**config.mk**
```make
export PLATFORM = sky130hd
export DESIGN_NAME = bpwm_lane
export DESIGN_NICKNAME = d
export VERILOG_FILES = /design/src/rtl/assert_macros.svh /design/src/rtl/bpwm_pkg.sv /design/src/rtl/bpwm_lane.sv
export SDC_FILE = /design/constraint.sdc
export NUM_CORES = 1
export LEC_CHECK = 0
export ABC_AREA = 1
export BUFFER_PORTS_ARGS = -buffer_cell sky130_fd_sc_hd__clkbuf_2
export CORE_MARGIN = 5
export CORE_UTILIZATION = 62
export CTS_CLUSTER_DIAMETER = 200
export CTS_CLUSTER_SIZE = 24
export DETAILED_ROUTE_END_ITERATION = 8
export HOLD_SLACK_MARGIN = 0.06
export PLACE_DENSITY = 0.78
export SYNTH_ARGS = -nofsm -noshare
export SYNTH_HDL_FRONTEND = slang
export SYNTH_SLANG_ARGS = --single-unit
```
**constraint.sdc**
```tcl
create_clock -name i_clk -period 3.7 [get_ports i_clk]
set_input_delay 0.185 -clock i_clk [delete_from_list [all_inputs] [get_ports i_clk]]
set_output_delay 0.185 -clock i_clk [all_outputs]
set_load 0.01 [all_outputs]
```
**src/rtl/assert_macros.svh**
```systemverilog
// Assertion macros shared by the pipe RTL.
// Define ASSERT_OFF to compile all checks out.
`ifndef ASSERT_MACROS_SVH
`define ASSERT_MACROS_SVH

`ifndef ASSERT_OFF

// Property must hold at every clock edge outside reset.
`define ASSERT_CHK(lbl, clk, rst_n, prop) \
    lbl: assert property (@(posedge clk) disable iff (!rst_n) prop) \
        else $error("assertion failed");

// Expression must never be true outside reset.
`define ASSERT_NEVER(lbl, clk, rst_n, expr) \
    lbl: assert property (@(posedge clk) disable iff (!rst_n) !(expr)) \
        else $error("forbidden condition seen");

`else

`define ASSERT_CHK(lbl, clk, rst_n, prop)
`define ASSERT_NEVER(lbl, clk, rst_n, expr)

`endif

`endif

```
**src/rtl/bpwm_pkg.sv**
```systemverilog
`timescale 1ns / 1ps

package bpwm_pkg;

    localparam int BUFFER_BYTES_DEF  = 512;
    localparam int PROCESS_SLOTS_DEF = 64;
    localparam int LANES_DEF         = 8;

    // action codes
    localparam logic [2:0] ACT_ALLOC  = 3'd0;
    localparam logic [2:0] ACT_REOPEN = 3'd1;
    localparam logic [2:0] ACT_CLOSE  = 3'd2;
    localparam logic [2:0] ACT_READ   = 3'd3;
    localparam logic [2:0] ACT_WRITE  = 3'd4;
    localparam logic [2:0] ACT_AVAIL  = 3'd5;

    // end select
    localparam logic END_READ  = 1'b0;
    localparam logic END_WRITE = 1'b1;

    // status codes
    localparam logic [2:0] ST_OK        = 3'd0;
    localparam logic [2:0] ST_ZERO      = 3'd1;
    localparam logic [2:0] ST_BLOCK     = 3'd2;
    localparam logic [2:0] ST_NOREADERS = 3'd3;
    localparam logic [2:0] ST_BUSY      = 3'd4;

    // command broadcast to every byte lane for one transfer
    typedef struct packed {
        logic       wr;
        logic       rd;
        logic       clr;
        logic [2:0] wpos;
        logic [2:0] rpos;
        logic [3:0] count;
    } t_lane_cmd;

    // result of one step, held until the lane read data is merged
    typedef struct packed {
        logic        is_read;
        logic [2:0]  rpos;
        logic [2:0]  status;
        logic [3:0]  moved;
        logic [10:0] avail;
        logic [63:0] wake;
    } t_step_res;

endpackage

```
**src/rtl/bpwm_lane.sv**
```systemverilog
`timescale 1ns / 1ps

module bpwm_lane
    import bpwm_pkg::*;
#(
    parameter int BUFFER_BYTES = BUFFER_BYTES_DEF,
    parameter int LANES        = LANES_DEF,
    parameter int LANE_ID      = 0
) (
    input  logic        i_clk,
    input  logic        i_rst_n,
    input  logic        i_acc,
    input  t_lane_cmd   i_cmd,
    input  logic [63:0] i_write_data,
    output logic [7:0]  o_rd_byte
);

    // this bank keeps every LANES-th byte of the stream
    localparam int DEPTH = (BUFFER_BYTES + LANES - 1) / LANES;
    localparam int RW    = (DEPTH > 1) ? $clog2(DEPTH) : 1;

    logic [7:0]    mem [DEPTH];
    logic [RW-1:0] r_wrow, n_wrow;
    logic [RW-1:0] r_rrow, n_rrow;
    logic [7:0]    r_rd_byte;
    logic [3:0]    slot_w, slot_r;
    logic          do_wr, do_pop;

    // position of this lane within the transfer, relative to the stream position
    always_comb begin
        if (4'(LANE_ID) >= {1'b0, i_cmd.wpos}) begin
            slot_w = 4'(LANE_ID) - {1'b0, i_cmd.wpos};
        end else begin
            slot_w = 4'(LANE_ID) + 4'(LANES) - {1'b0, i_cmd.wpos};
        end
        if (4'(LANE_ID) >= {1'b0, i_cmd.rpos}) begin
            slot_r = 4'(LANE_ID) - {1'b0, i_cmd.rpos};
        end else begin
            slot_r = 4'(LANE_ID) + 4'(LANES) - {1'b0, i_cmd.rpos};
        end
    end

    assign do_wr  = i_acc && i_cmd.wr && (slot_w < i_cmd.count);
    assign do_pop = i_acc && i_cmd.rd && (slot_r < i_cmd.count);

    assign n_wrow = (r_wrow == RW'(DEPTH - 1)) ? '0 : r_wrow + RW'(1);
    assign n_rrow = (r_rrow == RW'(DEPTH - 1)) ? '0 : r_rrow + RW'(1);

    always_ff @(posedge i_clk) begin
        if (do_wr) begin
            mem[r_wrow] <= i_write_data[slot_w[2:0]*8 +: 8];
        end
        if (i_acc) begin
            r_rd_byte <= mem[r_rrow];
        end
    end

    always_ff @(posedge i_clk) begin
        if (!i_rst_n) begin
            r_wrow <= '0;
            r_rrow <= '0;
        end else if (i_acc && i_cmd.clr) begin
            r_wrow <= '0;
            r_rrow <= '0;
        end else begin
            if (do_wr) begin
                r_wrow <= n_wrow;
            end
            if (do_pop) begin
                r_rrow <= n_rrow;
            end
        end
    end

    assign o_rd_byte = r_rd_byte;

endmodule

```
# == Word-level counts from Yosys, hierarchy flattened ==
# Memories as Yosys holds them, arrays and structs flattened. A register that Yosys moved wholly into a read port is not among the register bits.
# Index checks and enable logic that the tools add are counted.
# classes
add_sub_neg,6
bitwise_logic,1
magnitude_cmp,4
n_eq_ne,2
muxes,6
reduce_logical,6
shifts,1
# op_table
cell,n
$shiftx 64x7->8,1
$add 6x1->6 const B,2
$eq 6x6->1 const B,2
$mux 6,2
$lt 4x4->1,2
$mux 4,2
$sub 1x3->4 const A,2
$sub 4x3->4 const A,2
$ge 1x3->1 const A,2
$logic_and 1x1->1,5
$mux 1,2
$reduce_or 2->1,1
$not 1->1,1
# totals
output_inout_bits,8
input_bits,80
n_memories,1
mem_bits_rw,512
wordCells,29
reg_bits,12
# mem_list
name,depth,word_bits,rd,rd_ports_with_merged_regs,write_ports,line_no,text
mem,64,8,1,1,1,bpwm_lane.sv:22,logic [7:0] mem [DEPTH];

# == Longest topological paths before layout ==
# depth
ltp_word,6
depth_mapped,15
ltp_nobuf,12

# == Least setup slack after synthesis ==
# OpenSTA, ideal clock, no wires.
# synth_path
path_type,in2reg
startpoint,input port i_cmd[7] (netlist bit)
endpoint,"memory mem[40][0], enable pin"
n_path_buf,3
path_stages,13
setup_time_ps,370
required_time_ps,3330
arrival_time_ps,2524
path_slack_ps,806
cell_sequence,buf_2 clkinv_1 clkbuf_1 ha_1 ha_1 xnor2_1 ha_1 a21oi_1 nand3b_1 buf_4 nor2_8 nand3_4 nor2_1
# synth_between
elab_chain_len,6
word_cells_on_any_way,8
classes_between,add/sub (2); order compare (2); mux (3); reduce/logical (1)
# synth_rtl
element,line_no,text
from (decl),bpwm_lane.sv:13,"input t_lane_cmd i_cmd,"
$sub 4x3->4 (tied with other cells),bpwm_lane.sv:34,"slot_w = 4'(LANE_ID) + 4'(LANES) - {1'b0, i_cmd.wpos};"
$mux 4 (*),bpwm_lane.sv:31,"if (4'(LANE_ID) >= {1'b0, i_cmd.wpos}) begin"
$lt 4x4->1 (*),bpwm_lane.sv:43,assign do_wr = i_acc && i_cmd.wr && (slot_w < i_cmd.count);
$logic_and 1x1->1 (*),bpwm_lane.sv:43,
$mux 1 (*),bpwm_lane.sv:50,if (do_wr) begin
$mux 1 (not written as such) (*),bpwm_lane.sv:51,mem[r_wrow] <= i_write_data[slot_w[2:0]*8 +: 8];
to (decl),bpwm_lane.sv:22,
# Every way passes the cells marked *; elsewhere a longest branch is shown, timed or not.

# == Final worst setup path ==
# layout_path
startpoint,input port i_cmd[7] (netlist bit)
endpoint,"memory mem[24][7], enable pin"
# Same word-level chain as after synthesis.

==> results.sh <==
export IMPL_critPathRequiredTime_ns=3.92
export IMPL_tightest_slew_ns=0.7348
export IMPL_synth_seq_cells=532
export IMPL_ys_types=30
export IMPL_outcome="completed"
export IMPL_min_period_ns=2.605
export IMPL_r2r_start="r_rrow[0]"
export IMPL_p_switching_mw=2.699
export IMPL_ys_seq_area_share_pct=67.17
export IMPL_cts_tree="yes"
export IMPL_skew_ns=0.02183
export IMPL_gp_congestion=0.9067
export IMPL_syn_cell_area_sq_mm=0.02360
export IMPL_rsz0062_at_grt="false"
export IMPL_cts_sinks=532
export IMPL_initial_core_util_pct=62.67
export IMPL_path_clk_slew_ns=0.09
export IMPL_h_tree_depth=1
export IMPL_dp_hpwl_um=34740
export IMPL_finalSetupViolCount=0
export IMPL_area_delta_synth_final_pct=6.812
export IMPL_clkLatencyLatePin_ns=0.58
export IMPL_critical_path_endpoint_type="flip-flop"
export IMPL_drc=0
export IMPL_internal_power_mw=8.512
export IMPL_port_buffers=87
export IMPL_grt_start_max_net_pins=172
export IMPL_ys_flop_type="edfxtp_1"
export IMPL_synthTopCellsByCount="710 x nand2_1, 520 x edfxtp_1, 269 x nor2_1"
export IMPL_pwr_share_comb_pct=10.6
export IMPL_coreArea_sq_mm=0.03767
export IMPL_multi_input_area_sq_mm=0.006143
export IMPL_hold_start="i_rst_n"
export IMPL_yosys_warnings=0
export IMPL_fillers=2857
export IMPL_num_vias=16450
export IMPL_synth_edff_count=520
export IMPL_num_rows=71
export IMPL_first_global_vias=15830
export IMPL_final_cells=2885
export IMPL_pwr_share_clk_pct=27.9
export IMPL_yosys_area_top_type="edfxtp_1"
export IMPL_reg2reg_depth=10
export IMPL_drv_cap=0
export IMPL_die_h_um=205.1
export IMPL_seqPwrFrac_pct=61.5
export IMPL_slew_headroom_pct=51.01
export IMPL_postRouteAntennaNets=0
export IMPL_min_path_cells=3
export IMPL_crit_type="in2reg"
export IMPL_startpoint="i_cmd[7]"
export IMPL_synthArstFlopShare_pct=0
export IMPL_synthCells=2330
export IMPL_power_density_mw_per_mm2=444.7
export IMPL_synth_nets=2422
export IMPL_placed_cells=2846
export IMPL_cts_resized=0
export IMPL_cts_buffers=26
export IMPL_nets=2456
export IMPL_postSynthAreaPerCell_sq_um=10.13
export IMPL_die_area_sq_mm=0.04207
export IMPL_wl_per_cell_um=19.48
export IMPL_wirelength_um=56200
export IMPL_placed_area_sq_mm=0.02447
export IMPL_fin_area_sq_mm=0.02521
export IMPL_post_route_period_util_pct=70.42
export IMPL_ir_worst_vdd_uv=414.3
export IMPL_post_cts_buffers=0
export IMPL_root_buffer="clkbuf_16"
export IMPL_grt_usage_pct=26.59
export IMPL_fmax_ghz=0.3838
export IMPL_synthTopCellsByArea="edfxtp_1 66%, nand2_1 11%, nand3_1 5.4%"
export IMPL_maxSlewViolCount=0
export IMPL_yosysMostFrequentCell="nand2_1"
export IMPL_diodes=0
export IMPL_seq_area_sq_mm=0.01586
export IMPL_min_path_type="in2reg"
export IMPL_layout_drive_gt1_share_pct=7.245
export IMPL_grt_pass1_wl_um=86550
export IMPL_finalHoldViolations=0
export IMPL_netlist_area_leader_share_pct=66.15
export IMPL_setup_tns_ns=0
export IMPL_vias_per_cell=5.701
export IMPL_arrival_ns=2.83
export IMPL_clk_path_buf_depth=3
export IMPL_grt_overflow=0
export IMPL_path_max_fanout=33
export IMPL_p_total_mw=11.21
export IMPL_antenna_found_initial=0
export IMPL_leakage_nw=10.08
export IMPL_critPathLaunchType="primary input"
export IMPL_die_w_um=205.1
export IMPL_ctsHoldBuffers=1
export IMPL_dr_pass1_iters=6
export IMPL_swShare_pct=24.07
export IMPL_drt_iter0_markers=2326
export IMPL_ios=88
[power groups by stage]
stage | Sequential, mW | Combinational [mW] | Clock, mW
6_report | 6.89 | 1.19 | 3.13
2_1_floorplan | 7.04 | 0.639 | 0
5_1_grt | 6.90 | 1.29 | 3.37
3_3_place_gp | 7.03 | 1.18 | 0
3_5_place_dp | 7.03 | 1.19 | 0
4_1_cts | 6.89 | 1.19 | 3.14
[layout by cell type, fill, tap and decap left out, types with 2 or more instances in the layout]
cell type  instances
dfxtp_4            2
nand2_2            9
nand3_4            3
buf_12            11
xor2_1             5
inv_1            256
edfxtp_1         520
a21oi_1           31
dfxtp_1           10
nand3_1          256
inv_2              2
nand4_1            3
clkbuf_2          87
clkbuf_16         27
nor2_1           269
nor3_1             4
o21ai_0           56
o32ai_1           16
nand3b_1           2
buf_4             22
xnor2_1            2
o21ai_1           41
clkinv_1           5
nand2_1          702
ha_1              12
or2_2              4
clkbuf_1          10
[sequential cells by signal (all words and copies together) (netlist names)]
signal     cells
mem          512
o_rd_byte      8
r_rrow         6
r_wrow         6
[per-layer routing]
metal,GRT usage [%],part of all wire [%],wire length (um),vias up
li1,-,-,-,7708
met1,37.78,39,22180,7776
met2,43.60,48,26700,840
met3,3.483,9.6,5405,124
met4,8.134,3.4,1916,0
met5,0,0,0,-
[worst max-delay path, cell delays in order]
cell and delay [ns]:
clkbuf_2 0.09, clkinv_1 0.06, buf_4 0.29, nand3_1 0.14
xnor2_1 0.18, ha_1 0.27, a21oi_1 0.13, nand3b_1 0.18
buf_4 0.24, nor2_8 0.15, nand3_4 0.28, nor2_1 0.63
[path summary, 6_finish.rpt]
path,endpoint,slack [ns]
worst max-delay path,mem[24][7],1.09
worst min-delay path,r_rrow[0],0.12
worst max register to register,o_rd_byte[6],1.12
worst min register to register,r_rrow[5],0.51
[layout make-up]
class | instances | area share (%)
multi-input cells | 1418 | 24.37
flip-flops and latches | 532 | 62.92
clock inverters | 1 | 0.07940
inverters | 265 | 3.975
repair buffers | 121 | 3.295
well taps | 511 | 2.536
clock buffers | 37 | 2.829
[cells by family (layout without fill, tap and decap cells)]
logic type	after synthesis	in the layout	share of synthesized area, %
buffers and inverters	380	424	6.886
and+or+nand+nor	1255	1255	21.74
AOI/OAI and AO/OA	144	144	3.308
xor gates and xnor gates	7	7	0.2597
DFF	532	532	67.17
adders and majority gates	12	12	0.6361
[stage by stage]
| stage | util [%] | hold WS [ns] | setup slack (ns) |
|---|---|---|---|
| 3_3_place_gp | 64.96 | 0.4703 | 0.5627 |
| 2_1_floorplan | - | 0.2975 | 0.8056 |
| 6_report | 66.93 | 0.1214 | 1.095 |
| 5_1_grt | 66.93 | 0.1221 | 0.9157 |
| 3_5_place_dp | 64.96 | 0.4960 | 0.5017 |
| 4_1_cts | 66.93 | 0.08271 | 1.095 |
(Power assumes the default switching activity.)
