**config.mk**
```make
export PLATFORM = sky130hd
export DESIGN_NAME = bpwm_merge
export DESIGN_NICKNAME = d
export VERILOG_FILES = /design/src/rtl/bpwm_pkg.sv /design/src/rtl/bpwm_merge.sv
export VERILOG_INCLUDE_DIRS = /design/src /design/src/rtl
export SDC_FILE = /design/constraint.sdc
export NUM_CORES = 1
export LEC_CHECK = 0
export ABC_CLOCK_PERIOD_IN_PS = 14200
export BUFFER_PORTS_ARGS = -buffer_cell sky130_fd_sc_hd__buf_2
export CORE_ASPECT_RATIO = 0.8
export CORE_UTILIZATION = 35
export CTS_CLUSTER_SIZE = 25
export DETAILED_ROUTE_END_ITERATION = 16
export PLACE_DENSITY = 0.71
export SLEW_MARGIN = 20
export SYNTH_ARGS = -nofsm -noshare
export SYNTH_HDL_FRONTEND = slang
export SYNTH_SLANG_ARGS = --single-unit
```
**constraint.sdc**
```tcl
create_clock -name i_clk -period 14.2 [get_ports i_clk]
set_clock_uncertainty 0.05 [all_clocks]
set_input_delay 0.71 -clock i_clk [delete_from_list [all_inputs] [get_ports i_clk]]
set_output_delay 0.71 -clock i_clk [all_outputs]
set_load 0.1 [all_outputs]
```
**src/rtl/assert_macros.svh**
```systemverilog
// Assertion macros shared by the pipe RTL.
// Define ASSERT_OFF to compile all checks out.
`ifndef ASSERT_MACROS_SVH
`define ASSERT_MACROS_SVH

`ifndef ASSERT_OFF

// Property must hold at every clock edge outside reset.
`define ASSERT_CHK(lbl, clk, rst_n, prop) \
    lbl: assert property (@(posedge clk) disable iff (!rst_n) prop) \
        else $error("assertion failed");

// Expression must never be true outside reset.
`define ASSERT_NEVER(lbl, clk, rst_n, expr) \
    lbl: assert property (@(posedge clk) disable iff (!rst_n) !(expr)) \
        else $error("forbidden condition seen");

`else

`define ASSERT_CHK(lbl, clk, rst_n, prop)
`define ASSERT_NEVER(lbl, clk, rst_n, expr)

`endif

`endif

```
**src/rtl/bpwm_pkg.sv**
```systemverilog
`timescale 1ns / 1ps

package bpwm_pkg;

    localparam int BUFFER_BYTES_DEF  = 512;
    localparam int PROCESS_SLOTS_DEF = 64;
    localparam int LANES_DEF         = 8;

    // action codes
    localparam logic [2:0] ACT_ALLOC  = 3'd0;
    localparam logic [2:0] ACT_REOPEN = 3'd1;
    localparam logic [2:0] ACT_CLOSE  = 3'd2;
    localparam logic [2:0] ACT_READ   = 3'd3;
    localparam logic [2:0] ACT_WRITE  = 3'd4;
    localparam logic [2:0] ACT_AVAIL  = 3'd5;

    // end select
    localparam logic END_READ  = 1'b0;
    localparam logic END_WRITE = 1'b1;

    // status codes
    localparam logic [2:0] ST_OK        = 3'd0;
    localparam logic [2:0] ST_ZERO      = 3'd1;
    localparam logic [2:0] ST_BLOCK     = 3'd2;
    localparam logic [2:0] ST_NOREADERS = 3'd3;
    localparam logic [2:0] ST_BUSY      = 3'd4;

    // command broadcast to every byte lane for one transfer
    typedef struct packed {
        logic       wr;
        logic       rd;
        logic       clr;
        logic [2:0] wpos;
        logic [2:0] rpos;
        logic [3:0] count;
    } t_lane_cmd;

    // result of one step, held until the lane read data is merged
    typedef struct packed {
        logic        is_read;
        logic [2:0]  rpos;
        logic [2:0]  status;
        logic [3:0]  moved;
        logic [10:0] avail;
        logic [63:0] wake;
    } t_step_res;

endpackage

```
**src/rtl/bpwm_merge.sv**
```systemverilog
`timescale 1ns / 1ps
`include "assert_macros.svh"

module bpwm_merge
    import bpwm_pkg::*;
#(
    parameter int LANES = LANES_DEF
) (
    input  logic                   i_clk,
    input  logic                   i_rst_n,
    input  logic                   i_load,
    input  t_step_res              i_res,
    input  logic [LANES-1:0][7:0]  i_lane_bytes,
    input  logic                   i_out_stall,
    output logic                   o_busy,
    output logic                   o_out_valid,
    output logic [2:0]             o_status,
    output logic [3:0]             o_moved_count,
    output logic [63:0]            o_read_data,
    output logic signed [10:0]     o_avail_count,
    output logic [63:0]            o_wake_mask
);

    localparam int LW = (LANES > 1) ? $clog2(LANES) : 1;

    logic        r_s1_valid;
    t_step_res   r_s1;
    logic        r_out_valid;
    logic [2:0]  r_status;
    logic [3:0]  r_moved;
    logic [63:0] r_rdata;
    logic [10:0] r_avail;
    logic [63:0] r_wake;
    logic [63:0] n_rdata;
    logic        adv;

    // rotate lane bytes back into stream order
    always_comb begin
        logic [4:0]    sum;
        logic [LW-1:0] idx;
        n_rdata = '0;
        for (int j = 0; j < LANES; j++) begin
            sum = 5'(r_s1.rpos) + 5'(j);
            idx = LW'((sum >= 5'(LANES)) ? sum - 5'(LANES) : sum);
            if (r_s1.is_read && 4'(j) < r_s1.moved) begin
                n_rdata[j*8 +: 8] = i_lane_bytes[idx];
            end
        end
    end

    assign adv = r_s1_valid && (!r_out_valid || !i_out_stall);

    always_ff @(posedge i_clk) begin
        if (!i_rst_n) begin
            r_s1_valid  <= 1'b0;
            r_out_valid <= 1'b0;
        end else begin
            if (i_load) begin
                r_s1_valid <= 1'b1;
            end else if (adv) begin
                r_s1_valid <= 1'b0;
            end
            if (adv) begin
                r_out_valid <= 1'b1;
            end else if (!i_out_stall) begin
                r_out_valid <= 1'b0;
            end
        end
    end

    always_ff @(posedge i_clk) begin
        if (i_load) begin
            r_s1 <= i_res;
        end
        if (adv) begin
            r_status <= r_s1.status;
            r_moved  <= r_s1.moved;
            r_rdata  <= n_rdata;
            r_avail  <= r_s1.avail;
            r_wake   <= r_s1.wake;
        end
    end

    assign o_busy        = r_s1_valid;
    assign o_out_valid   = r_out_valid;
    assign o_status      = r_status;
    assign o_moved_count = r_moved;
    assign o_read_data   = r_rdata;
    assign o_avail_count = $signed(r_avail);
    assign o_wake_mask   = r_wake;

    `ASSERT_CHK(a_no_data_without_bytes, i_clk, i_rst_n, (o_out_valid && o_moved_count == 4'd0) |-> (o_read_data == 64'd0))

endmodule

```
==> Word level (Yosys, flattened, before mapping) <==
Index checks and enable logic that the tools add are counted.
{ "totals": {"register_bits": 234, "input_bits": 154, "out_inout_bits": 148} }
{ "op_classes": {"addsub": 15, "order_cmp": 24, "n_eq_ne": 1, "muxes": 28, "n_reduce_logical": 13} }
{ "ops": {"columns": ["cell", "n"], "rows": [
  ["binary-select mux 8 bit (select 3 bit)", 8],
  ["2-to-1 mux 8 bit", 8],
  ["< comparator 3 x 4 -> 1 bit (second input constant)", 8],
  ["greater-or-equal comparator 4 bit (second input constant)", 7],
  ["2-to-1 mux 3 bit", 8],
  ["subtractor 3 x 1 -> 3 bit (second input constant)", 8],
  ["adder 3 x 3 -> 4 bit (second input constant)", 4],
  ["< comparator 3 x 4 -> 1 bit (first input constant)", 4],
  ["logical AND 1 bit", 9],
  ["adder 3 x 2 -> 4 bit (second input constant)", 2],
  ["< comparator 1 x 4 -> 1 bit (first input constant)", 2],
  ["< comparator 2 x 4 -> 1 bit (first input constant)", 2],
  ["adder 3 x 1 -> 4 bit (second input constant)", 1],
  ["greater-or-equal comparator 3 x 4 -> 1 bit (second input constant)", 1],
  ["2-to-1 mux 1 bit", 4],
  ["zero test 1 bit", 2],
  ["!= test 2 x 1 -> 1 bit (second input constant)", 1],
  ["nonzero test 2 bit", 1],
  ["logical OR 1 bit", 1]
]} }

==> Logic depth before layout (Yosys ltp) <==
{ "depth": {"word_depth": 5, "depth_mapped": 8, "depth_no_buf": 5} }

==> Worst setup path before layout <==
No wires, ideal clock.
{ "synth_timing": {"path_type": "register to register", "start": "register r_s1_valid, in the netlist o_busy", "end": "register r_avail[0], in the netlist o_avail_count[0], enable pin", "setup_time_ns": 0.873, "arrival_ns": 11.597, "t_required_ns": 13.277, "slack_ns": 1.680, "path_stages_with_launch": 2, "path_buffers": 0, "synth_period_minus_slack_ns": 12.520, "cell_sequence": "dfxtp_1 -> a21boi_0"} }
{ "synth_via": {"elab_chain_len": 1} }
{ "synth_lines": {"columns": ["element", "line", "source"], "rows": [
  ["start: declaration", "bpwm_merge.sv:26", "logic r_s1_valid;"],
  ["start signal: assignment", "bpwm_merge.sv:55", "r_s1_valid <= 1'b0;"],
  ["start signal: assignment", "bpwm_merge.sv:59", "r_s1_valid <= 1'b1;"],
  ["start signal: assignment", "bpwm_merge.sv:61", "r_s1_valid <= 1'b0;"],
  ["logical AND 1 bit", "bpwm_merge.sv:51", "assign adv = r_s1_valid && (!r_out_valid || !i_out_stall);"],
  ["named net adv", "bpwm_merge.sv:35", "logic adv;"],
  ["end signal: assignment", "bpwm_merge.sv:79", "r_avail <= r_s1.avail;"],
  ["end: declaration", "bpwm_merge.sv:32", "logic [10:0] r_avail;"]
]} }
The timed path passes the listed nets, and every way through them passes these cells.
A chain may end at the register's enable or synchronous reset.

==> Final worst setup path <==
{ "layout_timing": {"start": "register r_s1[82] (netlist name)", "end": "register r_rdata[31], in the netlist o_read_data[31], data pin"} }
{ "layout_via": {"elab_chain_len": 5, "elab_cells_between_ends": 6, "cone_classes": "add/sub: 2; order compare: 1; mux: 3"} }
{ "layout_lines": {"columns": ["element", "line", "source"], "rows": [
  ["start: declaration", "bpwm_merge.sv:27", "t_step_res r_s1;"],
  ["start signal: assignment", "bpwm_merge.sv:73", "r_s1 <= i_res;"],
  ["adder 3 x 2 -> 4 bit (*)", "bpwm_merge.sv:43", "sum = 5'(r_s1.rpos) + 5'(j);"],
  ["greater-or-equal comparator 4 bit or subtractor 3 x 1 -> 3 bit (tied branches)", "bpwm_merge.sv:44", "idx = LW'((sum >= 5'(LANES)) ? sum - 5'(LANES) : sum);"],
  ["2-to-1 mux 3 bit (*)", "bpwm_merge.sv:44", null],
  ["binary-select mux 8 bit (select 3 bit) (*)", "bpwm_merge.sv:46", "n_rdata[j*8 +: 8] = i_lane_bytes[idx];"],
  ["2-to-1 mux 8 bit (implied by the code) (*)", "bpwm_merge.sv:46", null],
  ["end signal: assignment", "bpwm_merge.sv:78", "r_rdata <= n_rdata;"],
  ["end: declaration", "bpwm_merge.sv:31", "logic [63:0] r_rdata;"]
]} }
Mark *: on every way between the ends. The rest lies on a longest branch, timed or not. The select of a mux whose other input is x is not followed.

==> results.cfg <==
[cts]
clock_latency_of_the_later_clocked_register_in_the_worst_skew_pair_ns = 0.51
htreeDepth = 1
clock_tree.root_cell = sky130_fd_sc_hd__clkbuf_16
clock_sinks = 234
tritoncts = done
cts_resized = 0
post_cts_buffers = 0
clkTransAtPathRegs_ns = 0.07
cts.path.max_buffers = 3
hold_buffers = 0
tritoncts.num_buffers = 24

[floorplan]
boundaryPins = 302
fp.dieW_um = 185
floorplan.initialDensity_pct = 35.6
chipHeight_um = 148
row_count = 53
full_die_area_um2 = 27500
core-area_um2 = 26300

[timing]
grt_setup_unrepaired = no
final.min_clock_period_ns = 2.79
layout_worst_path_cycle_share_pct = 19.7
clock.fmax_mhz = 358
tightestPinTransition_ns = 1.07
slew_violations = 0
final_hold_viol_count = 0
finalSetupViolations = 0
fin_setup_tns_ns = 0
slew-limit-headroom_pct = 28.6

[critical_path]
timing.setup.critical_path_class = reg -> reg
reg2reg_setup_slack_ns = 11.41
critical-path-max-stage-delay_ns = 0.78
timing.critical_path.arrival_ns = 2.96
cp_common_cell = sky130_fd_sc_hd__buf_4
critical_path.max_fanout = 66
worstPathCellList = buf_4, inv_1, ha_1, buf_4, mux2i_1, o22ai_1
critical_path_data_required_time_ns = 14.37
worst_path_max_delay_cell = sky130_fd_sc_hd__buf_4
cp-start-kind = register
timing.critical_path.to_type = register

[logic_synthesis]
synth.ff_latch_count = 234
yosys.area.top_type_share_pct = 74.3
synth_nets = 658
synth_area_leader_cell = sky130_fd_sc_hd__edfxtp_1
netlist-cell-type-count = 36
syn_inst = 502
synth.cell_area_um2 = 9380
post_synth.cell_area_avg_um2 = 18.7
synthTopCellsByArea = sky130_fd_sc_hd__edfxtp_1 74%, sky130_fd_sc_hd__mux2_4 7.8%, sky130_fd_sc_hd__o22ai_1 5.3%, sky130_fd_sc_hd__mux2i_1 5.1%, sky130_fd_sc_hd__mux2_2 1.8%
synthesis.yosys.warnings = 0
seq_area_frac_synth_pct = 74.7

[global_route]
via_count_of_the_first_global_routing_pass = 5720
grt_first_pass_wirelength_um = 34300
globalRouteTotalUtil_pct = 17.0
grt_overflow_total = 0
maximum_number_of_pins_on_one_net_before_global_route_repair = 83
number_of_antenna_violations_at_the_first_check_in_global_routing = 5

[power_and_ir_drop]
power.ir.vdd_worst_uv = 94.5
pwr_density_cell_nw_per_um2 = 151
clock_power_share_pct = 33.5
fraction_of_power_spent_switching_nets_pct = 30.1
netSwitchingPower_w = 0.000545
static-leakage-power_nw = 4.81
intPower_w = 0.00126
power.sequential.fraction_pct = 46.2
comb_power_share_pct = 20.3

[run_status]
outcome = complete, no violations

[placement]
place_hpwl_um = 17900
placement.io_buffers = 301
globalplace.congestion = 0.862
place.detailed.instances = 1143

[detailed_routing]
remaining_drc_errors = 0
antenna_left = 0
routed-via-count = 5864
via_per_inst = 4.94
drt_pre_antenna_iters = 5
routed_wl_um = 24300
route.detailed.wl_per_inst_um = 20.5
number_of_design_rule_violations_left_by_the_first_detailed_router_iteration = 468

[cells_and_area]
finalNonFillerCells = 1186
p_r_area_growth_vs_syn_pct = 27.9
num-nets-final = 968
drive_above_1_share_pct = 49.2
multiInputGateArea_um2 = 2220
fillers = 2345
register_area_um2 = 7010

[job]
max_cap_violation_count = 0

[hold_path]
worst_hold_path_type = in -> reg
-- cell type report --
type	instances	share of cell area, %
tap	357	3.72
sequential	234	58.4
multi-input combinational	244	18.5
timing repair buffer	306	12.9
antenna	3	0.0626
clock buffer	28	5.31
clock inverter	12	0.991
inverter	2	0.0626
-- path summary, 6_finish.rpt --
| path | from | to | cells after the start |
|---|---|---|---|
| max | r_s1[82] | o_read_data[31] | 6 |
| min | i_res[60] | r_s1[60] | 1 |
| max reg2reg | r_s1[82] | o_read_data[31] | 6 |
| min reg2reg | r_s1[61] | o_wake_mask[61] | 0 |
-- layer usage --
| metal | vias up | track usage [%] | wire [um] |
|---|---|---|---|
| met2 | 247 | 26.8 | 11400 |
| met5 | - | 0 | 23 |
| met4 | 4 | 5.12 | 602 |
| met1 | 2877 | 22.9 | 10400 |
| li1 | 2688 | - | - |
| met3 | 48 | 4.58 | 1910 |
-- sequential cells by signal, indices dropped and copies added (netlist names) --
register,count
o_read_data,64
o_busy,1
o_wake_mask,64
o_avail_count,11
r_s1,86
o_moved_count,4
o_status,3
o_out_valid,1
-- Yosys cell counts (all sizes together) --
| master | count |
|---|---|
| mux2 | 64 |
| edfxtp | 232 |
| o211ai | 3 |
| a211o | 1 |
| a21o | 1 |
| nand2b | 2 |
| a31oi | 1 |
| o21ai | 2 |
| mux2i | 48 |
| nand3 | 7 |
| nand2 | 3 |
| or4 | 1 |
| o21a | 1 |
| a21boi | 1 |
| nor2b | 3 |
| o22ai | 80 |
| clkbuf | 3 |
| xor2 | 2 |
| ha | 2 |
| and3 | 1 |
| inv | 2 |
| buf | 19 |
| dfxtp | 2 |
| a21oi | 1 |
| nor3 | 16 |
| xnor2 | 2 |
| or2 | 1 |
| or3 | 1 |
-- per-stage QoR --
step	setup slack [ns]	cell area, um2	power [W]	util (%)	hold WS (ns)
2_1_floorplan	1.68	9380	0.00114	-	0.350
3_5_place_dp	10.94	11200	0.00122	42.7	0.355
3_3_place_gp	10.99	11200	0.00121	42.7	0.350
6_report	11.41	12000	0.00181	45.6	0.322
5_1_grt	11.21	12000	0.00187	45.5	0.297
4_1_cts	11.37	12000	0.00182	45.5	0.300
-- power groups by stage --
stage / logic (W) / clock network [W] / registers [W]
global route: 0.000382 / 0.000644 / 0.000840
finish: 0.000367 / 0.000606 / 0.000836
detailed placement: 0.000365 / 0 / 0.000851
global placement: 0.000361 / 0 / 0.000849
CTS: 0.000367 / 0.000619 / 0.000836
floorplan: 0.000115 / 0 / 0.00103
-- placed cells by master, fill, tap and decap left out, drive strengths merged, types with 2 or more instances in the layout --
| cell | count |
|---|---|
| nand3 | 7 |
| o211ai | 3 |
| xor2 | 2 |
| nand2b | 2 |
| clkinvlp | 2 |
| clkinv | 7 |
| mux2 | 64 |
| nand2 | 3 |
| diode | 3 |
| dfxtp | 2 |
| o21ai | 2 |
| nor3 | 16 |
| nor2b | 3 |
| o22ai | 80 |
| clkbuf | 28 |
| xnor2 | 2 |
| bufinv | 2 |
| ha | 2 |
| mux2i | 48 |
| edfxtp | 232 |
| inv | 3 |
| buf | 306 |
-- cells by family (layout without fill, tap and decap cells) --
| kind of cell | count (synthesis) | after routing | share of synthesized area (%) |
|---|---|---|---|
| flip-flops | 234 | 234 | 74.7 |
| multiplexers | 112 | 112 | 14.8 |
| AO/OA/AOI/OAI | 91 | 91 | 6.14 |
| AND/OR/NAND/NOR | 35 | 35 | 2.04 |
| buffers and inverters | 24 | 348 | 1.71 |
| XOR/XNOR | 4 | 4 | 0.374 |
| adder cells (fa/ha/maj) | 2 | 2 | 0.267 |
| other | 0 | 3 | 0 |
-- critical path, delay by kind of cell (launching register included) --
family	cells	cell delay, ns
multiplexers	1	0.36
AO/OA/AOI/OAI	1	0.11
flip-flops	1	0.32
buffers and inverters	3	1.33
adder cells (fa/ha/maj)	1	0.32
(Power assumes the default switching activity.)
