<file path="config.mk">
export PLATFORM = sky130hd
export DESIGN_NAME = bpwm_ctrl
export DESIGN_NICKNAME = d
export VERILOG_FILES = /design/src/rtl/bpwm_pkg.sv /design/src/rtl/bpwm_ctrl.sv
export VERILOG_INCLUDE_DIRS = /design/src /design/src/rtl
export SDC_FILE = /design/constraint.sdc
export NUM_CORES = 1
export LEC_CHECK = 0
export BUFFER_PORTS_ARGS = -buffer_cell sky130_fd_sc_hd__buf_4
export CAP_MARGIN = 20
export CORE_ASPECT_RATIO = 0.6
export CORE_MARGIN = 10
export CORE_UTILIZATION = 30
export CTS_BUF_LIST = sky130_fd_sc_hd__clkbuf_4
export CTS_CLUSTER_SIZE = 25
export DETAILED_ROUTE_END_ITERATION = 12
export PLACE_DENSITY_LB_ADDON = 0.08
export SLEW_MARGIN = 20
export SYNTH_ARGS = -nofsm -noshare
export SYNTH_HDL_FRONTEND = slang
export SYNTH_SLANG_ARGS = --single-unit
</file>
<file path="constraint.sdc">
create_clock -name i_clk -period 6.8 [get_ports i_clk]
set_clock_uncertainty 0.2 [all_clocks]
set_input_delay 1.7 -clock i_clk [delete_from_list [all_inputs] [get_ports i_clk]]
set_output_delay 1.7 -clock i_clk [all_outputs]
set_load 0.05 [all_outputs]
</file>
<file path="src/rtl/assert_macros.svh">
// Assertion macros shared by the pipe RTL.
// Define ASSERT_OFF to compile all checks out.
`ifndef ASSERT_MACROS_SVH
`define ASSERT_MACROS_SVH

`ifndef ASSERT_OFF

// Property must hold at every clock edge outside reset.
`define ASSERT_CHK(lbl, clk, rst_n, prop) \
    lbl: assert property (@(posedge clk) disable iff (!rst_n) prop) \
        else $error("assertion failed");

// Expression must never be true outside reset.
`define ASSERT_NEVER(lbl, clk, rst_n, expr) \
    lbl: assert property (@(posedge clk) disable iff (!rst_n) !(expr)) \
        else $error("forbidden condition seen");

`else

`define ASSERT_CHK(lbl, clk, rst_n, prop)
`define ASSERT_NEVER(lbl, clk, rst_n, expr)

`endif

`endif

</file>
<file path="src/rtl/bpwm_pkg.sv">
`timescale 1ns / 1ps

package bpwm_pkg;

    localparam int BUFFER_BYTES_DEF  = 512;
    localparam int PROCESS_SLOTS_DEF = 64;
    localparam int LANES_DEF         = 8;

    // action codes
    localparam logic [2:0] ACT_ALLOC  = 3'd0;
    localparam logic [2:0] ACT_REOPEN = 3'd1;
    localparam logic [2:0] ACT_CLOSE  = 3'd2;
    localparam logic [2:0] ACT_READ   = 3'd3;
    localparam logic [2:0] ACT_WRITE  = 3'd4;
    localparam logic [2:0] ACT_AVAIL  = 3'd5;

    // end select
    localparam logic END_READ  = 1'b0;
    localparam logic END_WRITE = 1'b1;

    // status codes
    localparam logic [2:0] ST_OK        = 3'd0;
    localparam logic [2:0] ST_ZERO      = 3'd1;
    localparam logic [2:0] ST_BLOCK     = 3'd2;
    localparam logic [2:0] ST_NOREADERS = 3'd3;
    localparam logic [2:0] ST_BUSY      = 3'd4;

    // command broadcast to every byte lane for one transfer
    typedef struct packed {
        logic       wr;
        logic       rd;
        logic       clr;
        logic [2:0] wpos;
        logic [2:0] rpos;
        logic [3:0] count;
    } t_lane_cmd;

    // result of one step, held until the lane read data is merged
    typedef struct packed {
        logic        is_read;
        logic [2:0]  rpos;
        logic [2:0]  status;
        logic [3:0]  moved;
        logic [10:0] avail;
        logic [63:0] wake;
    } t_step_res;

endpackage

</file>
<file path="src/rtl/bpwm_ctrl.sv">
`timescale 1ns / 1ps
`include "assert_macros.svh"

module bpwm_ctrl
    import bpwm_pkg::*;
#(
    parameter int BUFFER_BYTES  = BUFFER_BYTES_DEF,
    parameter int PROCESS_SLOTS = PROCESS_SLOTS_DEF,
    parameter int LANES         = LANES_DEF
) (
    input  logic       i_clk,
    input  logic       i_rst_n,
    input  logic       i_acc,
    input  logic [2:0] i_action,
    input  logic       i_end_sel,
    input  logic [3:0] i_byte_count,
    input  logic [5:0] i_caller_pid,
    input  logic       i_caller_valid,
    output t_lane_cmd  o_cmd,
    output t_step_res  o_res
);

    localparam int FW = $clog2(BUFFER_BYTES + 1);
    localparam int CW = (FW + 1 > 5) ? FW + 1 : 5;
    localparam int LW = (LANES > 1) ? $clog2(LANES) : 1;
    localparam int P  = PROCESS_SLOTS;

    logic [FW-1:0] r_fill, n_fill;
    logic [7:0]    r_rrefs, n_rrefs;
    logic [7:0]    r_wrefs, n_wrefs;
    logic [P-1:0]  r_rmask, n_rmask;
    logic [P-1:0]  r_wmask, n_wmask;
    logic [LW-1:0] r_wpos, n_wpos;
    logic [LW-1:0] r_rpos, n_rpos;

    logic [3:0]    req_sat;
    logic [CW-1:0] fill_ext, room, req_ext;
    logic [3:0]    rd_cnt, wr_cnt;
    logic [P-1:0]  pid_bit;
    logic [4:0]    wsum, rsum;
    logic [2:0]    status;
    logic [3:0]    moved;
    logic [10:0]   avail;
    logic [63:0]   wake;
    logic          lane_wr, lane_rd, lane_clr;

    assign req_sat  = (i_byte_count > 4'(LANES)) ? 4'(LANES) : i_byte_count;
    assign fill_ext = CW'(r_fill);
    assign room     = CW'(BUFFER_BYTES) - fill_ext;
    assign req_ext  = CW'(req_sat);
    assign rd_cnt   = (fill_ext < req_ext) ? 4'(fill_ext) : req_sat;
    assign wr_cnt   = (room < req_ext) ? 4'(room) : req_sat;
    assign pid_bit  = (32'(i_caller_pid) < P) ? (P'(1) << i_caller_pid) : '0;
    assign wsum     = 5'(r_wpos) + 5'(wr_cnt);
    assign rsum     = 5'(r_rpos) + 5'(rd_cnt);

    always_comb begin
        n_fill   = r_fill;
        n_rrefs  = r_rrefs;
        n_wrefs  = r_wrefs;
        n_rmask  = r_rmask;
        n_wmask  = r_wmask;
        n_wpos   = r_wpos;
        n_rpos   = r_rpos;
        status   = ST_OK;
        moved    = '0;
        avail    = '0;
        wake     = '0;
        lane_wr  = 1'b0;
        lane_rd  = 1'b0;
        lane_clr = 1'b0;
        case (i_action)
            ACT_ALLOC: begin
                if (r_rrefs == 8'd0 && r_wrefs == 8'd0) begin
                    n_rrefs  = 8'd1;
                    n_wrefs  = 8'd1;
                    n_fill   = '0;
                    n_rmask  = '0;
                    n_wmask  = '0;
                    n_wpos   = '0;
                    n_rpos   = '0;
                    lane_clr = 1'b1;
                end else begin
                    status = ST_BUSY;
                end
            end
            ACT_REOPEN: begin
                if (i_end_sel == END_READ) begin
                    if (r_rrefs != 8'hFF) n_rrefs = r_rrefs + 8'd1;
                end else begin
                    if (r_wrefs != 8'hFF) n_wrefs = r_wrefs + 8'd1;
                end
            end
            ACT_CLOSE: begin
                // when this side's last reference closes, wake the other side, but leave its waiters recorded
                if (i_end_sel == END_READ) begin
                    if (r_rrefs != 8'd0) n_rrefs = r_rrefs - 8'd1;
                    if (r_rrefs <= 8'd1) wake = 64'(r_wmask);
                end else begin
                    if (r_wrefs != 8'd0) n_wrefs = r_wrefs - 8'd1;
                    if (r_wrefs <= 8'd1) wake = 64'(r_rmask);
                end
            end
            ACT_READ: begin
                if (rd_cnt != 4'd0) begin
                    moved   = rd_cnt;
                    lane_rd = 1'b1;
                    n_fill  = r_fill - FW'(rd_cnt);
                    n_rpos  = LW'((rsum >= 5'(LANES)) ? rsum - 5'(LANES) : rsum);
                    if (r_fill == FW'(BUFFER_BYTES)) begin
                        wake    = 64'(r_wmask);
                        n_wmask = '0;
                    end
                end else if (r_wrefs == 8'd0) begin
                    status = ST_ZERO;
                end else if (i_caller_valid) begin
                    n_rmask = r_rmask | pid_bit;
                    status  = ST_BLOCK;
                end else begin
                    status = ST_ZERO;
                end
            end
            ACT_WRITE: begin
                if (r_rrefs == 8'd0) begin
                    status = ST_NOREADERS;
                end else if (wr_cnt != 4'd0) begin
                    moved   = wr_cnt;
                    lane_wr = 1'b1;
                    n_fill  = r_fill + FW'(wr_cnt);
                    n_wpos  = LW'((wsum >= 5'(LANES)) ? wsum - 5'(LANES) : wsum);
                    if (r_fill == '0) begin
                        wake    = 64'(r_rmask);
                        n_rmask = '0;
                    end
                end else if (i_caller_valid) begin
                    n_wmask = r_wmask | pid_bit;
                    status  = ST_BLOCK;
                end else begin
                    status = ST_ZERO;
                end
            end
            ACT_AVAIL: begin
                if (r_fill == '0 && r_wrefs == 8'd0) begin
                    avail = '1;
                end else begin
                    avail = 11'(r_fill);
                end
            end
            default: begin
            end
        endcase
    end

    always_ff @(posedge i_clk) begin
        if (!i_rst_n) begin
            r_fill  <= '0;
            r_rrefs <= '0;
            r_wrefs <= '0;
            r_rmask <= '0;
            r_wmask <= '0;
            r_wpos  <= '0;
            r_rpos  <= '0;
        end else if (i_acc) begin
            r_fill  <= n_fill;
            r_rrefs <= n_rrefs;
            r_wrefs <= n_wrefs;
            r_rmask <= n_rmask;
            r_wmask <= n_wmask;
            r_wpos  <= n_wpos;
            r_rpos  <= n_rpos;
        end
    end

    assign o_cmd.wr    = lane_wr;
    assign o_cmd.rd    = lane_rd;
    assign o_cmd.clr   = lane_clr;
    assign o_cmd.wpos  = 3'(r_wpos);
    assign o_cmd.rpos  = 3'(r_rpos);
    assign o_cmd.count = moved;

    assign o_res.is_read = (i_action == ACT_READ);
    assign o_res.rpos    = 3'(r_rpos);
    assign o_res.status  = status;
    assign o_res.moved   = moved;
    assign o_res.avail   = avail;
    assign o_res.wake    = wake;

    `ASSERT_NEVER(a_fill_cap, i_clk, i_rst_n, r_fill > FW'(BUFFER_BYTES))
    `ASSERT_CHK(a_read_drains, i_clk, i_rst_n,
        (i_acc && i_action == ACT_READ)
            |=> (r_fill == $past(r_fill) - FW'($past(o_res.moved))))
    `ASSERT_CHK(a_write_fills, i_clk, i_rst_n,
        (i_acc && i_action == ACT_WRITE)
            |=> (r_fill == $past(r_fill) + FW'($past(o_res.moved))))

endmodule

</file>
# After elaboration in Yosys (flattened, before gate mapping)
# Index checks and enable logic that the tools add are counted.
classes:
  n_addsub: 11
  n_lt_le_gt_ge: 7
  eq_ne: 27
  n_shift: 1
  muxes: 70
  bitwise_logic: 2
  n_reduce_logical: 21
ops:
  columns: ["cell", "n"]
  rows:
  - ["two-way mux 64 bit", 20]
  - ["one-hot mux 64 bit (3 select lines)", 3]
  - ["bitwise OR 64 bit", 2]
  - ["two-way mux 8 bit", 9]
  - ["<< shifter 1 x 6 -> 64 bit (first input constant)", 1]
  - ["one-hot mux 8 bit (3 select lines)", 2]
  - ["two-way mux 10 bit", 4]
  - ["inequality test 2 bit (second input constant)", 17]
  - ["one-hot mux 10 bit (3 select lines)", 1]
  - ["two-way mux 3 bit", 9]
  - ["two-way mux 4 bit", 6]
  - ["two-way mux 11 bit", 2]
  - ["adder 8 x 1 -> 8 bit (second input constant)", 2]
  - ["<= comparator 8 x 1 -> 1 bit (second input constant)", 2]
  - ["zero test 8 bit", 2]
  - ["inequality test 8 bit (second input constant)", 2]
  - ["nonzero test 8 bit", 2]
  - ["subtractor 8 x 1 -> 8 bit (second input constant)", 2]
  - ["AND reduction 7 bit", 2]
  - ["one-hot mux 3 bit (2 select lines)", 2]
  - ["< comparator 11 x 4 -> 1 bit", 1]
  - ["subtractor 10 x 10 -> 11 bit (first input constant)", 1]
  - ["adder 10 x 4 -> 10 bit", 1]
  - ["adder 3 x 4 -> 5 bit", 2]
  - ["other kinds (25)", 42]
word_totals:
  register_bits: 160
  inputBits: 18
  out_inout_bits: 99
  word_cells: 146

# Logic depth before layout (Yosys ltp)
depth:
  depth_word: 10
  mapped_depth: 22

# Least setup slack after synthesis
# No wires, ideal clock.
synth_path:
  path_kind: "input port to output port"
  startpoint: "input i_byte_count[2]"
  endpoint: "output o_res[76] in the netlist's numbering"
  arrival_ns: 4.948
  required_time_ns: 4.900
  path_slack_ns: -0.048
  stages: 12
  path_cell_list: "nor2b_1 > inv_1 > ha_1 > a21oi_1 > o211ai_1 > nor2_1 > a21oi_1 > ha_1 > inv_1 > a21oi_4 > o32ai_1 > buf_4"
synth_lines:
  columns: ["item", "line_no", "source"]
  rows:
  - ["start: declaration", "bpwm_ctrl.sv:16", "input logic [3:0] i_byte_count,"]
  - ["end: declaration", "bpwm_ctrl.sv:20", "output t_step_res o_res"]

==> flow_metrics.py <==
metrics = {
    "global_routing": {
        "grt_pass1_wl_um": 50300,
        "grt_max_degree": 67,
        "grt_usage_pct": 17.0,
        "first_global_vias": 7900,
        "overflow": 0,
        "antenna_found_initial": 1,
    },
    "synth": {
        "syn_nets": 1097,
        "synth_top_area_share_pct": 35.8,
        "synth_area_um2": 8940,
        "seq_area_frac_synth_pct": 35.8,
        "synth-edff-count": 0,
        "yosysWarnings": 0,
        "netlist-cell-type-count": 78,
        "synth_commonest_cells": "dfxtp_1, nand2_1, a22o_1, nor4_1, o21a_1",
        "yosysTopAreaCell": "dfxtp_1",
        "synthTopCellsByArea": "dfxtp_1, a22o_1, o21a_1, nand2_1, nor4_1",
        "avgSynthCellArea_um2": 8.52,
        "synth.most_common_cell": "dfxtp_1",
        "syn_inst": 1049,
        "synth_ff_type": "dfxtp_1",
        "synth_seq_cells": 160,
        "synth-async-reset-ratio_pct": 0,
    },
    "critical_path": {
        "critPathLaunchType": "primary input",
        "crit_family": "compound AO/OA/AOI/OAI gates",
        "path_buf_inv": 6,
        "end_kind": "output pin",
        "critPathMaxStageDelay_ns": 0.30,
        "worst_path_most_repeated_cell": "buf_4",
        "startpoint": "i_byte_count[3]",
        "cp_data_required_time_ns": 4.90,
        "cp_max_fo": 29,
        "reg2reg_to": "r_fill[9]$_SDFFE_PN0P_",
        "cp-endpoint": "o_res[6]",
        "r2r_start": "r_fill[0]$_SDFFE_PN0P_",
        "cp.depth": 15,
        "crit_chain": "buf_4 -> nor2b_1 -> inv_1 -> buf_4 -> ha_1 -> a21o_1 -> a31o_2 -> a221oi_2 -> nand3_2 -> mux2i_4 -> o32ai_4 -> buf_12 -> buf_12 -> a22o_1 -> buf_4",
        "cp.arrival_ns": 4.69,
        "regToRegSetupSlack_ns": 1.49,
        "setup.worst_path.class": "in -> out",
        "r2r.worst_path.cells": 20,
        "slowest_stage": "ha_1",
    },
    "clock_network": {
        "cts-root-buf": "clkbuf_4",
        "clk_pin_slew_ns": 0.14,
        "cts_tree": "yes",
        "insertion_delay_ns": 0.62,
        "clk_path_buf_depth": 2,
        "cts_hold_buf": 0,
        "numCtsBuffers": 17,
        "cts.sinks": 160,
        "cts.htree.levels": 4,
    },
    "place": {
        "hpwlAfterDp_um": 22200,
        "place_congestion": 0.854,
        "numPortBuffers": 116,
    },
    "outcome": {
        "status": "complete, no violations",
    },
    "routing": {
        "drt_iter0_drc": 548,
        "wl_um": 32500,
        "dr.pass1.iters": 5,
        "via_per_inst": 5.36,
        "via_count": 8242,
        "antenna_left": 0,
        "drc": 0,
        "post_drt_wl_per_cell_um": 21.1,
    },
    "layout": {
        "area_delta_synth_final_pct": 18.5,
        "fillers": 3034,
        "regArea_um2": 3200,
        "utilization_pct": 36.5,
        "nNetsFinal": 1171,
        "multi_input_area_um2": 5160,
        "drive_above_1_share_pct": 20.1,
    },
    "timing": {
        "hold_viol": 0,
        "setup_tns_ns": 0,
        "max-slew-margin-rel_pct": 27.1,
        "fin_crit_ns": 6.59,
        "worst_pin_slew_ns": 1.09,
        "fmax_mhz": 152,
        "report.final.setup_viol": 0,
        "drv_slew": 0,
        "rsz0062_at_grt": "no",
        "hold_slack_ns": 0.276,
        "layout_worst_path_cycle_share_pct": 97.0,
    },
    "floorplanning": {
        "dieWidth_um": 243,
        "placementRows": 48,
        "initial_core_util_pct": 30.8,
        "die_h_um": 154,
        "core_um2": 29100,
        "dieArea_um2": 37300,
        "io-pin-count": 117,
    },
    "worst_hold_path": {
        "min_from": "r_wmask[6]$_SDFFE_PN0P_",
        "holdPathStages": 1,
        "hold_path.class": "reg -> reg",
    },
    "run": {
        "cap_violations": 0,
    },
    "power": {
        "powerDensity_nw_per_um2": 183,
        "p_leak_nw": 4.06,
        "peakVddDrop_mv": 0.105,
        "p_total_mw": 1.94,
    },
}
==> through the flow <==
step           cells  worst slack, ns  cell area (um2)
2_1_floorplan   1049            0.109             8950
3_3_place_gp    1503            0.194            10300
3_5_place_dp    1503            0.116            10300
4_1_cts         1535           0.0968            10600
5_1_grt         1537          0.00417            10600
6_report        1537            0.206            10600
==> layout make-up <==
type / count / area share (%)
Antenna cell: 1 / 0.0236
Clock buffer: 17 / 1.20
Clock inverter: 15 / 1.75
Inverter: 40 / 1.42
Multi-Input combinational cell: 745 / 48.7
Sequential cell: 160 / 30.2
Tap cell: 400 / 4.72
Timing Repair Buffer: 159 / 12.0
==> how the worst min path moves through the flow <==
stage	end	slack [ns]
after floorplan	r_wmask[0]$_SDFFE_PN0P_	0.23
after global placement	r_wmask[4]$_SDFFE_PN0P_	0.24
after detailed placement	r_wmask[6]$_SDFFE_PN0P_	0.25
after CTS	r_wmask[6]$_SDFFE_PN0P_	0.28
after global routing	r_wmask[20]$_SDFFE_PN0P_	0.29
final	r_wmask[6]$_SDFFE_PN0P_	0.28
==> power breakdown <==
part / internal (mW) / switching [mW]
combinational: 0.104 / 0.245
clock: 0.259 / 0.385
sequential: 0.942 / 0.00753
total: 1.30 / 0.638
==> cell usage in the layout, fill, tap and decap left out, drive strengths merged, types with 4 or more instances in the layout <==
| cell type | netlist | layout |
|---|---|---|
| nor3 | 24 | 24 |
| nor2 | 55 | 55 |
| dfxtp | 160 | 160 |
| or3b | 4 | 4 |
| buf | 44 | 159 |
| a21o | 6 | 6 |
| ha | 27 | 27 |
| o211ai | 4 | 4 |
| clkinvlp | 0 | 5 |
| inv | 40 | 44 |
| nor4 | 70 | 70 |
| a22oi | 9 | 9 |
| a311oi | 4 | 4 |
| a21boi | 4 | 4 |
| mux2i | 8 | 8 |
| a21oi | 51 | 51 |
| and2 | 5 | 5 |
| xnor2 | 11 | 11 |
| a31oi | 4 | 4 |
| nand2 | 121 | 121 |
| nand3b | 4 | 4 |
| and3 | 7 | 7 |
| nor2b | 7 | 7 |
| or3 | 6 | 6 |
| o21ai | 20 | 20 |
| clkbuf | 60 | 17 |
| a22o | 113 | 113 |
| nand2b | 15 | 15 |
| a211oi | 6 | 6 |
| o22ai | 8 | 8 |
| o21a | 67 | 67 |
| nand3 | 18 | 18 |
| o2bb2ai | 17 | 17 |
| nor3b | 5 | 5 |
==> layer usage <==
layer	wire, um	part of all wire [%]	global-route usage, %	up-vias
met3	1300	4.0	3.13	28
met5	0	0	0	-
met2	13500	41	24.2	160
li1	-	-	-	4018
met4	332	1.0	4.03	0
met1	17400	54	25.6	4036
==> state kept, by name, indices dropped and copies added (netlist names) <==
register  cells
r_rpos        3
r_wmask      64
r_rmask      64
r_wrefs       8
r_rrefs       8
r_wpos        3
r_fill       10
==> kinds of logic after synthesis <==
logic type	Yosys count	synth area share, %
adders and majority gates	30	4.45
buffers and inverters	144	7.53
and+or+nand+nor	355	20.1
AOI/OAI and AO/OA	337	29.5
muxes	9	1.16
xor gates and xnor gates	14	1.37
DFF	160	35.8
==> what timing repair did <==
action                     4_1_cts  5_1_grt
setup buffers                    0        1
hold endpoints to repair         0        0
setup endpoints to repair        0       64
gates resized for setup          0        2
Power figures use the tool's default switching activity.
